===== src/rtl/core/rpsd_pkg.sv =====
// ============================================================================
// rpsd_pkg
// Shared types and constants of the rim protocol sync detector: byte codes,
// rim type codes, detection phases and the decoded item record.
// ============================================================================
package rpsd_pkg;

    // Byte codes seen on the wire.
    localparam logic [7:0] BYTE_52   = 8'h52;
    localparam logic [7:0] BYTE_D2   = 8'hD2;
    localparam logic [7:0] BYTE_E0   = 8'hE0;
    localparam logic [7:0] BYTE_A5   = 8'hA5;
    localparam logic [7:0] BYTE_09   = 8'h09;
    localparam logic [7:0] BYTE_84   = 8'h84;
    localparam logic [7:0] BYTE_ZERO = 8'h00;
    // Format A header, low bit masked off.
    localparam logic [6:0] HDR_A_HI  = 7'h52;

    // Skip lengths.
    localparam logic [5:0] SKIP_52   = 6'd32;
    localparam logic [5:0] SKIP_D2   = 6'd63;
    localparam logic [5:0] SKIP_HIT  = 6'd31;
    localparam logic [5:0] SEARCH_LEN = 6'd35;

    // Rim types.
    localparam logic [1:0] TYPE_NONE = 2'd0;
    localparam logic [1:0] TYPE_A    = 2'd1;
    localparam logic [1:0] TYPE_B    = 2'd2;
    localparam logic [1:0] TYPE_C    = 2'd3;

    // Detection phases.
    localparam logic [1:0] PH_FIRST  = 2'd0;
    localparam logic [1:0] PH_SEARCH = 2'd1;
    localparam logic [1:0] PH_SKIP   = 2'd2;

    // Decoupling queue depth.
    localparam int unsigned Q_DEPTH  = 2;

    // One accepted item after decoding.
    typedef struct packed {
        logic       is_header;
        logic       is_52;
        logic       is_d2;
        logic       ends_now;    // 0xE0 or zero as a first byte
        logic       is_a5;
        logic       is_09;
        logic       is_84;
        logic [1:0] byte_type;   // rim type this byte would select
        logic       hdr_a_ok;
        logic       hdr_b_ok;
        logic       hdr_c_ok;
    } t_op;

    // One result item.
    typedef struct packed {
        logic       end_transaction;
        logic       detection_done;
        logic [1:0] rim_type;
    } t_res;

    function automatic logic [1:0] classify(input logic [7:0] b);
        logic [1:0] t;
        t = TYPE_NONE;
        if (b == BYTE_52 || b == BYTE_D2) t = TYPE_A;
        else if (b == BYTE_E0)            t = TYPE_B;
        else if (b == BYTE_A5)            t = TYPE_C;
        return t;
    endfunction

endpackage


===== src/rtl/core/rpsd_front.sv =====
// ============================================================================
// rpsd_front
// Front end: decodes an incoming item into the flags the back end needs.
// ============================================================================
module rpsd_front (
    input  logic             i_req_type,
    input  logic [7:0]       i_rx_byte,
    input  logic             i_next_top_bit,
    input  logic             i_selector_zero,
    output rpsd_pkg::t_op    o_op
);
    import rpsd_pkg::*;

    logic is_52;
    logic is_d2;

    assign is_52 = (i_rx_byte == BYTE_52);
    assign is_d2 = (i_rx_byte == BYTE_D2);

    always_comb begin
        o_op.is_header = i_req_type;
        o_op.is_52     = is_52;
        o_op.is_d2     = is_d2;
        o_op.ends_now  = (i_rx_byte == BYTE_E0) || (i_rx_byte == BYTE_ZERO);
        o_op.is_a5     = (i_rx_byte == BYTE_A5);
        o_op.is_09     = (i_rx_byte == BYTE_09);
        o_op.is_84     = (i_rx_byte == BYTE_84);
        o_op.byte_type = classify(i_rx_byte);
        // A format A header of 0x52 or 0xD2 realigns by one bit to 0xA4 or
        // 0xA5, so it always passes; the next top bit only lands in bit 0,
        // which the check ignores.
        o_op.hdr_a_ok  = is_52 || is_d2 || (i_rx_byte[7:1] == HDR_A_HI)
                         || (i_next_top_bit & 1'b0);
        o_op.hdr_b_ok  = !i_selector_zero || (i_rx_byte == BYTE_E0);
        o_op.hdr_c_ok  = (i_rx_byte == BYTE_A5);
    end

endmodule


===== src/rtl/core/rpsd_queue.sv =====
// ============================================================================
// rpsd_queue
// Short queue of decoded items between the front and back ends.
// ============================================================================
module rpsd_queue (
    input  logic             i_clk,
    input  logic             i_rst_n,
    input  logic             i_push,
    input  rpsd_pkg::t_op    i_op,
    output logic             o_full,
    input  logic             i_pop,
    output logic             o_empty,
    output rpsd_pkg::t_op    o_op
);
    import rpsd_pkg::*;

    localparam int unsigned PW = (Q_DEPTH > 1) ? $clog2(Q_DEPTH) : 1;
    localparam int unsigned CW = $clog2(Q_DEPTH + 1);

    t_op          r_mem [Q_DEPTH];
    logic [PW-1:0] r_wr_ptr, n_wr_ptr;
    logic [PW-1:0] r_rd_ptr, n_rd_ptr;
    logic [CW-1:0] r_count, n_count;
    logic          do_push;
    logic          do_pop;

    assign o_full  = (r_count == CW'(Q_DEPTH));
    assign o_empty = (r_count == '0);
    assign o_op    = r_mem[r_rd_ptr];
    assign do_push = i_push && !o_full;
    assign do_pop  = i_pop && !o_empty;

    always_comb begin
        n_wr_ptr = r_wr_ptr;
        n_rd_ptr = r_rd_ptr;
        n_count  = r_count;
        if (do_push) begin
            n_wr_ptr = (r_wr_ptr == PW'(Q_DEPTH - 1)) ? '0 : r_wr_ptr + 1'b1;
        end
        if (do_pop) begin
            n_rd_ptr = (r_rd_ptr == PW'(Q_DEPTH - 1)) ? '0 : r_rd_ptr + 1'b1;
        end
        if (do_push && !do_pop) begin
            n_count = r_count + 1'b1;
        end else if (do_pop && !do_push) begin
            n_count = r_count - 1'b1;
        end
    end

    always_ff @(posedge i_clk) begin
        if (!i_rst_n) begin
            r_wr_ptr <= '0;
            r_rd_ptr <= '0;
            r_count  <= '0;
        end else begin
            r_wr_ptr <= n_wr_ptr;
            r_rd_ptr <= n_rd_ptr;
            r_count  <= n_count;
        end
    end

    always_ff @(posedge i_clk) begin
        if (do_push) begin
            r_mem[r_wr_ptr] <= i_op;
        end
    end

endmodule


===== src/rtl/core/rpsd_back.sv =====
// ============================================================================
// rpsd_back
// Back end: runs the detection state machine and the header checks on each
// decoded item and holds the result in an output register.
// ============================================================================
module rpsd_back (
    input  logic             i_clk,
    input  logic             i_rst_n,
    input  logic             i_q_empty,
    input  rpsd_pkg::t_op    i_op,
    output logic             o_q_pop,
    input  logic             i_res_pop,
    output logic             o_res_empty,
    output rpsd_pkg::t_res   o_res
);
    import rpsd_pkg::*;

    logic [1:0] r_held, n_held;
    logic       r_pass, n_pass;
    logic [1:0] r_phase, n_phase;
    logic [5:0] r_cnt, n_cnt;
    logic       r_prior_a5, n_prior_a5;
    logic       r_prior_52, n_prior_52;
    logic [1:0] r_lead, n_lead;
    logic       r_res_valid;
    t_res       r_res, n_res;
    logic       take;
    logic       ended;
    logic [5:0] cnt_dec;

    // A new item may enter whenever the result slot is free or drains now.
    assign take        = !i_q_empty && (!r_res_valid || i_res_pop);
    assign o_q_pop     = take;
    assign o_res_empty = !r_res_valid;
    assign o_res       = r_res;
    assign cnt_dec     = r_cnt - 1'b1;

    always_comb begin
        n_held     = r_held;
        n_pass     = r_pass;
        n_phase    = r_phase;
        n_cnt      = r_cnt;
        n_prior_a5 = r_prior_a5;
        n_prior_52 = r_prior_52;
        n_lead     = r_lead;
        ended      = 1'b0;
        n_res.detection_done = 1'b0;

        if (i_op.is_header) begin
            unique case (r_held)
                TYPE_A:  if (!i_op.hdr_a_ok) n_held = TYPE_NONE;
                TYPE_B:  if (!i_op.hdr_b_ok) n_held = TYPE_NONE;
                TYPE_C:  if (!i_op.hdr_c_ok) n_held = TYPE_NONE;
                default: n_held = r_held;
            endcase
        end else if (r_held == TYPE_NONE) begin
            unique case (r_phase)
                PH_SEARCH: begin
                    if ((r_prior_a5 && i_op.is_09) || (r_prior_52 && i_op.is_84)) begin
                        n_lead  = r_prior_a5 ? TYPE_C : TYPE_A;
                        n_phase = PH_SKIP;
                        n_cnt   = SKIP_HIT;
                    end else begin
                        n_prior_a5 = i_op.is_a5;
                        n_prior_52 = i_op.is_52;
                        n_cnt      = cnt_dec;
                        ended      = (cnt_dec == '0);
                    end
                end
                PH_SKIP: begin
                    n_cnt = cnt_dec;
                    ended = (cnt_dec == '0);
                end
                default: begin
                    // Awaiting a first byte; the unused code behaves the same.
                    n_lead = i_op.byte_type;
                    if (i_op.is_52) begin
                        n_phase = PH_SKIP;
                        n_cnt   = SKIP_52;
                    end else if (i_op.is_d2) begin
                        n_phase = PH_SKIP;
                        n_cnt   = SKIP_D2;
                    end else if (i_op.ends_now) begin
                        ended = 1'b1;
                    end else begin
                        n_phase    = PH_SEARCH;
                        n_cnt      = SEARCH_LEN;
                        n_prior_a5 = 1'b0;
                        n_prior_52 = 1'b0;
                    end
                end
            endcase

            if (ended) begin
                n_phase = PH_FIRST;
                n_cnt   = '0;
                n_pass  = !r_pass;
                if (r_pass) begin
                    n_held               = n_lead;
                    n_res.detection_done = 1'b1;
                end
            end
        end

        n_res.end_transaction = ended;
        n_res.rim_type        = n_held;
    end

    always_ff @(posedge i_clk) begin
        if (!i_rst_n) begin
            r_held      <= TYPE_NONE;
            r_pass      <= 1'b0;
            r_phase     <= PH_FIRST;
            r_cnt       <= '0;
            r_prior_a5  <= 1'b0;
            r_prior_52  <= 1'b0;
            r_lead      <= TYPE_NONE;
            r_res_valid <= 1'b0;
        end else begin
            if (take) begin
                r_held     <= n_held;
                r_pass     <= n_pass;
                r_phase    <= n_phase;
                r_cnt      <= n_cnt;
                r_prior_a5 <= n_prior_a5;
                r_prior_52 <= n_prior_52;
                r_lead     <= n_lead;
            end
            if (take) begin
                r_res_valid <= 1'b1;
            end else if (i_res_pop) begin
                r_res_valid <= 1'b0;
            end
        end
    end

    always_ff @(posedge i_clk) begin
        if (take) begin
            r_res <= n_res;
        end
    end

    // A held type means detection finished cleanly and left its state idle.
    a_held_idle: assert property (@(posedge i_clk) disable iff (!i_rst_n)
        (r_held != TYPE_NONE) |-> (r_phase == PH_FIRST && r_cnt == '0 && !r_pass))
        else $error("detection state not idle while a rim type is held");

    // Counting phases never sit on an exhausted counter.
    a_cnt_live: assert property (@(posedge i_clk) disable iff (!i_rst_n)
        (r_phase == PH_SKIP || r_phase == PH_SEARCH) |-> (r_cnt != '0))
        else $error("skip or search phase with zero byte count");

    // Detection completes only at the end of a transaction.
    a_done_ends: assert property (@(posedge i_clk) disable iff (!i_rst_n)
        (r_res_valid && r_res.detection_done) |-> r_res.end_transaction)
        else $error("detection done without end of transaction");

    // Both prior flags cannot describe the same byte.
    a_prior_excl: assert property (@(posedge i_clk) disable iff (!i_rst_n)
        !(r_prior_a5 && r_prior_52))
        else $error("prior byte flagged as both 0xA5 and 0x52");

endmodule


===== src/rtl/core/rim_protocol_sync_detect.sv =====
// ============================================================================
// rim_protocol_sync_detect
// Rim protocol sync detector: classifies the attached rim from the bytes it
// clocks out during two detection transactions, then checks frame headers.
// ============================================================================
//
//  Channel   Handshake          Payload
//  -------   ----------------   ------------------------------------------------
//  input     push / full        i_req_type, i_rx_byte, i_next_top_bit,
//                               i_selector_zero
//  result    empty / pop        o_end_transaction, o_detection_done, o_rim_type
//
//  Cycles: one item per clock sustained while pop drains each result. An item
//  is decoded as it is pushed and written into a two-entry queue; the back end
//  then takes it from the queue and loads its result into the output register,
//  so the result reaches the ports through the queue entry and that register.
//  Reset: synchronous, active low; clears the queue, the result valid flag and
//  the detection state (no rim held, first pass, awaiting a first byte).
//  Stalls: while pop is low the result register holds; the back end then
//  stops and the queue absorbs up to two further items before full rises.
//
// The front end only decodes bytes into match flags (the 0x52, 0xD2, 0xE0,
// 0xA5, 0x09 and 0x84 codes, the rim type a byte would select, and the
// pass/fail answer of each header check). The back end owns all detection
// state: the held rim type, the pass index, the phase, the byte counter and
// the lead byte, kept as the rim type it selects, and the prior byte, kept only
// as the flags that the search actually uses.
// ============================================================================
module rim_protocol_sync_detect (
    input  logic       i_clk,
    input  logic       i_rst_n,
    input  logic       push,
    output logic       full,
    input  logic       i_req_type,
    input  logic [7:0] i_rx_byte,
    input  logic       i_next_top_bit,
    input  logic       i_selector_zero,
    output logic       empty,
    input  logic       pop,
    output logic       o_end_transaction,
    output logic       o_detection_done,
    output logic [1:0] o_rim_type
);
    import rpsd_pkg::*;

    t_op  front_op;
    t_op  q_op;
    logic q_empty;
    logic q_pop;
    t_res res;

    // Decode the incoming item.
    rpsd_front u_front (
        .i_req_type      (i_req_type),
        .i_rx_byte       (i_rx_byte),
        .i_next_top_bit  (i_next_top_bit),
        .i_selector_zero (i_selector_zero),
        .o_op            (front_op)
    );

    // Decouple acceptance from execution.
    rpsd_queue u_queue (
        .i_clk   (i_clk),
        .i_rst_n (i_rst_n),
        .i_push  (push),
        .i_op    (front_op),
        .o_full  (full),
        .i_pop   (q_pop),
        .o_empty (q_empty),
        .o_op    (q_op)
    );

    // Run detection and header checks, one item per clock while results are popped.
    rpsd_back u_back (
        .i_clk       (i_clk),
        .i_rst_n     (i_rst_n),
        .i_q_empty   (q_empty),
        .i_op        (q_op),
        .o_q_pop     (q_pop),
        .i_res_pop   (pop),
        .o_res_empty (empty),
        .o_res       (res)
    );

    assign o_end_transaction = res.end_transaction;
    assign o_detection_done  = res.detection_done;
    assign o_rim_type        = res.rim_type;

endmodule

===== config.mk =====
export PLATFORM = sky130hd
export DESIGN_NAME = rim_protocol_sync_detect
export DESIGN_NICKNAME = d
export VERILOG_FILES = /design/src/rtl/core/rpsd_pkg.sv /design/src/rtl/core/rpsd_front.sv /design/src/rtl/core/rpsd_queue.sv /design/src/rtl/core/rpsd_back.sv /design/src/rtl/core/rim_protocol_sync_detect.sv
export SDC_FILE = /design/constraint.sdc
export NUM_CORES = 1
export LEC_CHECK = 0
export BUFFER_PORTS_ARGS = -buffer_cell sky130_fd_sc_hd__buf_2
export CAP_MARGIN = 15
export CORE_ASPECT_RATIO = 2
export CORE_MARGIN = 1
export CORE_UTILIZATION = 40
export DETAILED_ROUTE_END_ITERATION = 10
export PLACE_DENSITY = 0.61
export SLEW_MARGIN = 20
export SYNTH_ARGS = -nofsm -noshare
export SYNTH_HDL_FRONTEND = slang
export SYNTH_SLANG_ARGS = --single-unit

===== constraint.sdc =====
create_clock -name i_clk -period 5 [get_ports i_clk]
set_input_delay 0.25 -clock i_clk [delete_from_list [all_inputs] [get_ports i_clk]]
set_output_delay 0.25 -clock i_clk [all_outputs]
set_load 0.02 [all_outputs]

==> reports/metrics.csv, run 1 <==
metric,value,unit
status,"complete, no violations",
power density over the cells,530,nW/um^2
clk root buf,clkbuf_16,
Post-DP Area,2700,sq um
HP Class,input pin to flip-flop,
vias,1860,
CTS tree,built,
worst reg2reg path endpoint,u_back.o_res[1],
worst skew pair latency,0.29,ns
fraction of registers with async set or reset after synthesis,0,%
drt initial violations,64,
Die W,58.2,microns
CTS max path bufs,2,
Nets,280,
Total Routing Usage GR,17.2,%
Worst-path clk slew,0.06,ns
Worst-Margin Slew,0.964,ns
Max-Cap Viols,0,
cell taking the most area after synthesis,edfxtp_1,
Cell variety after synth,66,
core box area,6060,sq um
Yosys reg bits,47,
Initial Utilization,41.8,%
YS warnings,0,
Met2 Wirelength,2710,microns
Pleak,1.14,nW
RSZ-0062 raised after global routing,false,
cell area after layout,2870,sq um
synthesis-to-finish area growth,13.4,%
PostCTS Resize Cnt,0,
Final Hold Fails,0,
Reg2Reg Depth,7,
via density per instance,5.39,
"EDFF count, synth",26,
# IOs,21,
GPL Wtd Cong,0.829,
sequential cell area fraction in the yosys report,47.5,%
top-count cell post-synth,edfxtp_1,
initial antenna violation count,0,
Worst Hold Path EP,u_queue.r_mem[1][11],
Rel. slew slack,35.5,%
drt pass-1 iters,4,
syn_area_per_cell,10.6,sq um
synth top area cells,"edfxtp_1 (31%), dfxtp_1 (17%), nand2_1 (3.1%)",
die span in y,114,microns
Buffers on Ports,19,
Synth top cells by count,"edfxtp_1 (26), dfxtp_1 (21), nand2_1 (21)",
min Tclk post-route,2.57,ns
"Slew Viols, Final",0,
uppermost layer routed,met4,
Placed Cells incl. Taps,337,
setup TNS,0,ns
grt total ovfl,0,
ys flop type,edfxtp_1,
diode count,0,
fin util,47.4,%
share of cells above drive strength 1,16.1,%
worst vdd ir,239,uV
"Req. time, crit path",5.05,ns
final setup fails,0,
WP data arrival,2.61,ns
Antenna Nets Post-Route,0,
HPWL after DPL,3750,microns
full die area,6670,sq um
Num CTS Buffers,5,
worst reg2reg path startpoint,u_back.r_phase[0],
Core Rows,40,
vias in the first global route,1832,
routed wire length per instance,14.3,microns
Mapped Area,2530,sq um
M1 wire length,1910,microns
hold wc startpoint,i_req_type,
Final Cycle Share,51.3,%
WHS Path Cells,1,
Sink Count,47,
CTS Hold Buffers Added,0,
H-tree depth,2,
crit-path max FO,17,
post-route insts no fill,345,
post-synth top area share,30.9,%
syn_nets,259,
largest net degree at the start of global routing,21,
CP Capture Type,flip-flop,
global-route wire length before repair,8590,microns
CP Class,flip-flop to flip-flop,
Post-Route WL,4950,microns
max frequency,390,MHz
FF-to-FF setup slack,2.43,ns
Startpoint Class,flip-flop,
post-CTS setup buffer count,0,
Worst Skew,0.00473,ns
routed wl met3,137,microns
synthesized instance count,239,
DRC viols,0,
how the worst max path moves through the flow:
stage,endpoint,depth (start not counted),startpoint,slack [ns]
6_report,u_back.o_res[1],7,u_back.r_phase[0],2.43
3_5_place_dp,u_back.o_res[1],7,u_back.r_phase[0],2.47
2_1_floorplan,u_queue.r_count[1],7,u_back.r_res_valid,3.07
5_1_grt,u_back.o_res[1],7,u_back.r_phase[0],2.30
3_3_place_gp,u_back.o_res[1],7,u_back.r_phase[0],2.48
4_1_cts,u_back.o_res[1],7,u_back.r_phase[0],2.46
layout make-up:
| cell class | instances | area, sq um |
|---|---|---|
| fill | 584 | 3190 |
| multi-input combinational | 170 | 1230 |
| sequential | 47 | 1200 |
| clock buffer | 5 | 125 |
| tap | 84 | 105 |
| timing repair buffer | 20 | 103 |
| inverter | 16 | 60.1 |
| clock inverter | 3 | 42.5 |
worst max-delay path, cell delays in order, from the launching register on:
cell	delay (ns)
dfxtp_1	0.35
inv_1	0.05
ha_1	0.60
and3b_1	0.24
a222oi_1	0.56
o21ai_0	0.20
a31oi_1	0.26
nor2_1	0.06
layout by cell type, fill, tap and decap left out, types with 3 or more instances in the layout:
cell type	synthesis	final
a21oi_1	7	7
nor2_1	16	16
or4_1	4	4
buf_2	2	19
nand2b_1	8	8
nor2b_1	6	6
o21a_1	3	3
dfxtp_1	21	21
a311oi_1	3	3
a22o_1	3	3
nand2_1	21	21
and2_1	6	6
nand3_1	3	3
ha_1	5	5
clkbuf_16	0	5
nand4_1	3	3
edfxtp_1	26	26
inv_1	16	16
or3_1	3	3
mux2i_1	7	7
mux2_4	3	3
nor3_1	4	4
nor4_1	3	3
a21o_1	5	5
o21ai_0	9	9
registers in the layout, summed over array words and instances, names as in the netlist, named ones only:
name                flops
u_back.o_res            4
u_queue.r_rd_ptr        1
u_back.r_prior_52       1
u_queue.r_wr_ptr        1
u_queue.r_mem          22
u_back.r_prior_a5       1
u_back.r_phase          2
u_back.r_res_valid      1
u_back.r_pass           1
u_queue.r_count         2
u_back.r_lead           2
u_back.r_cnt            6
u_back.r_held           2
through the flow:
stage               hold WS [ns]  setup WS, ns  total power [mW]
floorplan                  0.349          3.07              1.02
global placement           0.447          2.48              1.14
detailed placement         0.453          2.47              1.15
CTS                        0.143          2.46              1.54
global route               0.147          2.30              1.62
finish                     0.150          2.43              1.52
cells by family (layout without fill, tap and decap cells):
group / count (synthesis) / after routing / synth area share [%]
and+or+nand+nor: 91 / 91 / 20.3
AOI/OAI and AO/OA: 56 / 56 / 17.4
DFF: 47 / 47 / 47.5
buffers and inverters: 22 / 44 / 3.81
muxes: 14 / 14 / 7.22
adders and majority gates: 5 / 5 / 2.47
xor gates and xnor gates: 4 / 4 / 1.39
power by group:
part           switching [mW]  leakage [nW]  total, mW  internal (mW)
Combinational           0.322         0.638      0.561          0.239
Sequential             0.0764         0.422      0.579          0.503
Clock                   0.145        0.0818      0.381          0.236
Total                   0.544          1.14       1.52          0.977
metal layers:
layer / global-route usage [%] / vias up
met3: 3.50 / 13
li1: - / 936
met4: 10.8 / 0
met5: 0 / -
met1: 17.5 / 874
met2: 31.0 / 37
Note: power is estimated with default switching activity, not from simulation.
==> run 2, diff against run 1 <==
--- a/config.mk
+++ b/config.mk
@@ -11,7 +11,7 @@
 export CORE_MARGIN = 1
 export CORE_UTILIZATION = 40
 export DETAILED_ROUTE_END_ITERATION = 10
-export PLACE_DENSITY = 0.61
+export PLACE_DENSITY = 0.63
 export SLEW_MARGIN = 20
 export SYNTH_ARGS = -nofsm -noshare
 export SYNTH_HDL_FRONTEND = slang
==> constraint.sdc (replaced) <==
create_clock -name i_clk -period 2.3 [get_ports i_clk]
set_input_delay 0.115 -clock i_clk [delete_from_list [all_inputs] [get_ports i_clk]]
set_output_delay 0.115 -clock i_clk [all_outputs]
set_load 0.02 [all_outputs]
==> reports/metrics.csv, run 2 (synthesis results as in run 1) <==
metric,value,unit,change
status,"complete, no violations",,unchanged
CTS max path bufs,2,,unchanged
Antenna Nets Post-Route,0,,unchanged
diode count,0,,unchanged
Startpoint Class,flip-flop,,unchanged
Top reg by flops,u_queue.r_mem,,unchanged
Tot Pwr,3.41,mW,was 1.52 mW
Sw Share,35.5,%,was 35.7%
crit-path max FO,5,,was 17
Worst Skew,0.00506,ns,was 0.00473 ns
cell count along the critical path,7,,unchanged
CTS tree,built,,unchanged
Core Rows,40,,unchanged
Internal,2.20,mW,was 0.977 mW
max reg flops,22,,unchanged
GPL Wtd Cong,0.890,,was 0.829
"CP delay by family, top",simple AND/OR/NAND/NOR gates,,was compound AO/OA/AOI/OAI gates
Met2 Wirelength,2860,microns,was 2710 microns
Sw Pwr,1.21,mW,was 0.544 mW
worst setup path start,u_back.r_phase[0],,unchanged
"Slew Viols, Final",0,,unchanged
cell area after layout,2950,sq um,was 2870 sq um
RSZ-0062 raised after global routing,true,,was false
global-route wire length before repair,8500,microns,was 8590 microns
post-route insts no fill,354,,was 345
"most common cell after layout, fill and taps aside",edfxtp_1,,unchanged
initial antenna violation count,0,,unchanged
Initial Utilization,41.8,%,unchanged
drt initial violations,86,,was 64
Worst path slowest cell,ha_1,,unchanged
HPWL after DPL,3880,microns,was 3750 microns
Pleak,1.19,nW,was 1.14 nW
clk root buf,clkbuf_16,,unchanged
Crit path buffers/inverters,1,,unchanged
Sequential Power Share,36.2,%,was 38.1%
Num CTS Buffers,5,,unchanged
routed wire length per instance,14.3,microns,about the same
FF-to-FF setup slack,0.05,ns,was 2.43 ns
worst reg2reg path startpoint,u_back.r_phase[0],,unchanged
min Tclk post-route,2.25,ns,was 2.57 ns
CP Class,flip-flop to flip-flop,,unchanged
Worst-Margin Slew,0.526,ns,was 0.964 ns
worst skew pair latency,0.30,ns,was 0.29 ns
"slowest stage delay, CP",0.38,ns,was 0.60 ns
DRC viols,0,,unchanged
synthesis-to-finish area growth,16.7,%,was 13.4%
post-CTS setup buffer count,0,,unchanged
Final Hold Fails,0,,unchanged
Post-Route WL,5070,microns,was 4950 microns
Comb pwr share,39.3,%,was 36.9%
Total Routing Usage GR,17.3,%,was 17.2%
worst reg2reg path endpoint,u_back.o_res[0],,was u_back.o_res[1]
drt pass-1 iters,4,,unchanged
HP Class,input pin to flip-flop,,unchanged
Nets,289,,was 280
# IOs,21,,unchanged
uppermost layer routed,met4,,unchanged
CP dominant cell by count,nand4_1,,
Final Cycle Share,97.7,%,was 51.3%
power density over the cells,1160,nW/um^2,was 530 nW/um^2
vias in the first global route,1892,,"was 1,832"
most frequent cells in the layout,"edfxtp_1 (26), nand2_1 (21), dfxtp_1 (20)",,"was edfxtp_1 (26), nand2_1 (21), dfxtp_1 (21)"
Rel. slew slack,64.9,%,was 35.5%
Worst-path clk slew,0.07,ns,was 0.06 ns
routed wl met3,142,microns,was 137 microns
WP data arrival,2.39,ns,was 2.61 ns
Reg2Reg Depth,7,,unchanged
Clk network pwr share,24.5,%,was 25.0%
full die area,6670,sq um,unchanged
vias,1911,,"was 1,860"
CTS Hold Buffers Added,0,,unchanged
grt total ovfl,0,,unchanged
final setup fails,0,,unchanged
Sink Count,47,,unchanged
Filler cells,572,,was 584
Buffers on Ports,19,,unchanged
H-tree depth,2,,unchanged
Fin Hold WS,0.00830,ns,was 0.150 ns
die span in y,114,microns,unchanged
CP Capture Type,flip-flop,,unchanged
M1 wire length,1870,microns,was 1910 microns
Post-DP Area,2770,sq um,was 2700 sq um
largest net degree at the start of global routing,21,,unchanged
crit path cell chain,inv_1 -> ha_1 -> nor4b_1 -> nand4_1 -> o21ai_2 -> nand4_1 -> a21oi_1,,was inv_1 -> ha_1 -> and3b_1 -> a222oi_1 -> o21ai_0 -> a31oi_1 -> nor2_1
Max-Cap Viols,0,,unchanged
Die W,58.2,microns,unchanged
core box area,6060,sq um,unchanged
max frequency,445,MHz,was 390 MHz
Critical Path Sink,u_back.o_res[0],,was u_back.o_res[1]
via density per instance,5.40,,was 5.39
Placed Cells incl. Taps,346,,was 337
"Req. time, crit path",2.44,ns,was 5.05 ns
worst vdd ir,591,uV,was 239 uV
share of cells above drive strength 1,20.4,%,was 16.1%
[run 2: layer usage]
layer	vias up	GRT usage (%)
met4	0	11.3
li1	954	-
met1	906	16.9
met3	14	4.29
met5	-	0
met2	37	31.1
[run 2: area by class of cell]
cell class / count / area [sq um] / share of cell area, %
inverter: 16 / 60.1 / 2.03
clock inverter: 3 / 43.8 / 1.48
multi-input combinational: 170 / 1240 / 42.2
tap: 84 / 105 / 3.56
sequential: 47 / 1200 / 40.7
timing repair buffer: 29 / 170 / 5.77
clock buffer: 5 / 125 / 4.24
[run 2: worst min path at each step]
stage / slack (ns) / from / depth (start not counted) / end
after floorplan: 0.21 / i_req_type / 0 / u_queue.r_mem[0][11]
after global placement: 0.31 / i_req_type / 1 / u_queue.r_mem[0][11]
after detailed placement: 0.31 / i_req_type / 1 / u_queue.r_mem[0][11]
after CTS: 0.002 / i_req_type / 1 / u_queue.r_mem[1][11]
after global routing: 0.009 / i_req_type / 1 / u_queue.r_mem[0][11]
final: 0.008 / i_req_type / 1 / u_queue.r_mem[0][11]
[run 2: per-stage QoR]
| step | util, % | TNS, ns | setup slack, ns |
|---|---|---|---|
| floorplan | - | 0 | 0.371 |
| global placement | 45.7 | 0 | 0.0924 |
| detailed placement | 45.7 | 0 | 0.0341 |
| CTS | 48.5 | 0 | 0.000908 |
| global route | 48.7 | -0.00936 | -0.00936 |
| finish | 48.7 | 0 | 0.0522 |
[run 2: power by group through the flow]
stage / clock (mW) / sequential (mW) / combinational [mW]
2_1_floorplan: 0 / 1.25 / 0.959
3_3_place_gp: 0 / 1.25 / 1.32
3_5_place_dp: 0 / 1.25 / 1.33
4_1_cts: 0.848 / 1.23 / 1.34
5_1_grt: 0.884 / 1.26 / 1.49
6_report: 0.836 / 1.24 / 1.34
[run 2: what timing repair did]
item                                    in CTS  in global routing
pin swaps                                    1                  0
endpoints found under the setup margin       1                  3
gates resized for setup                      0                  3
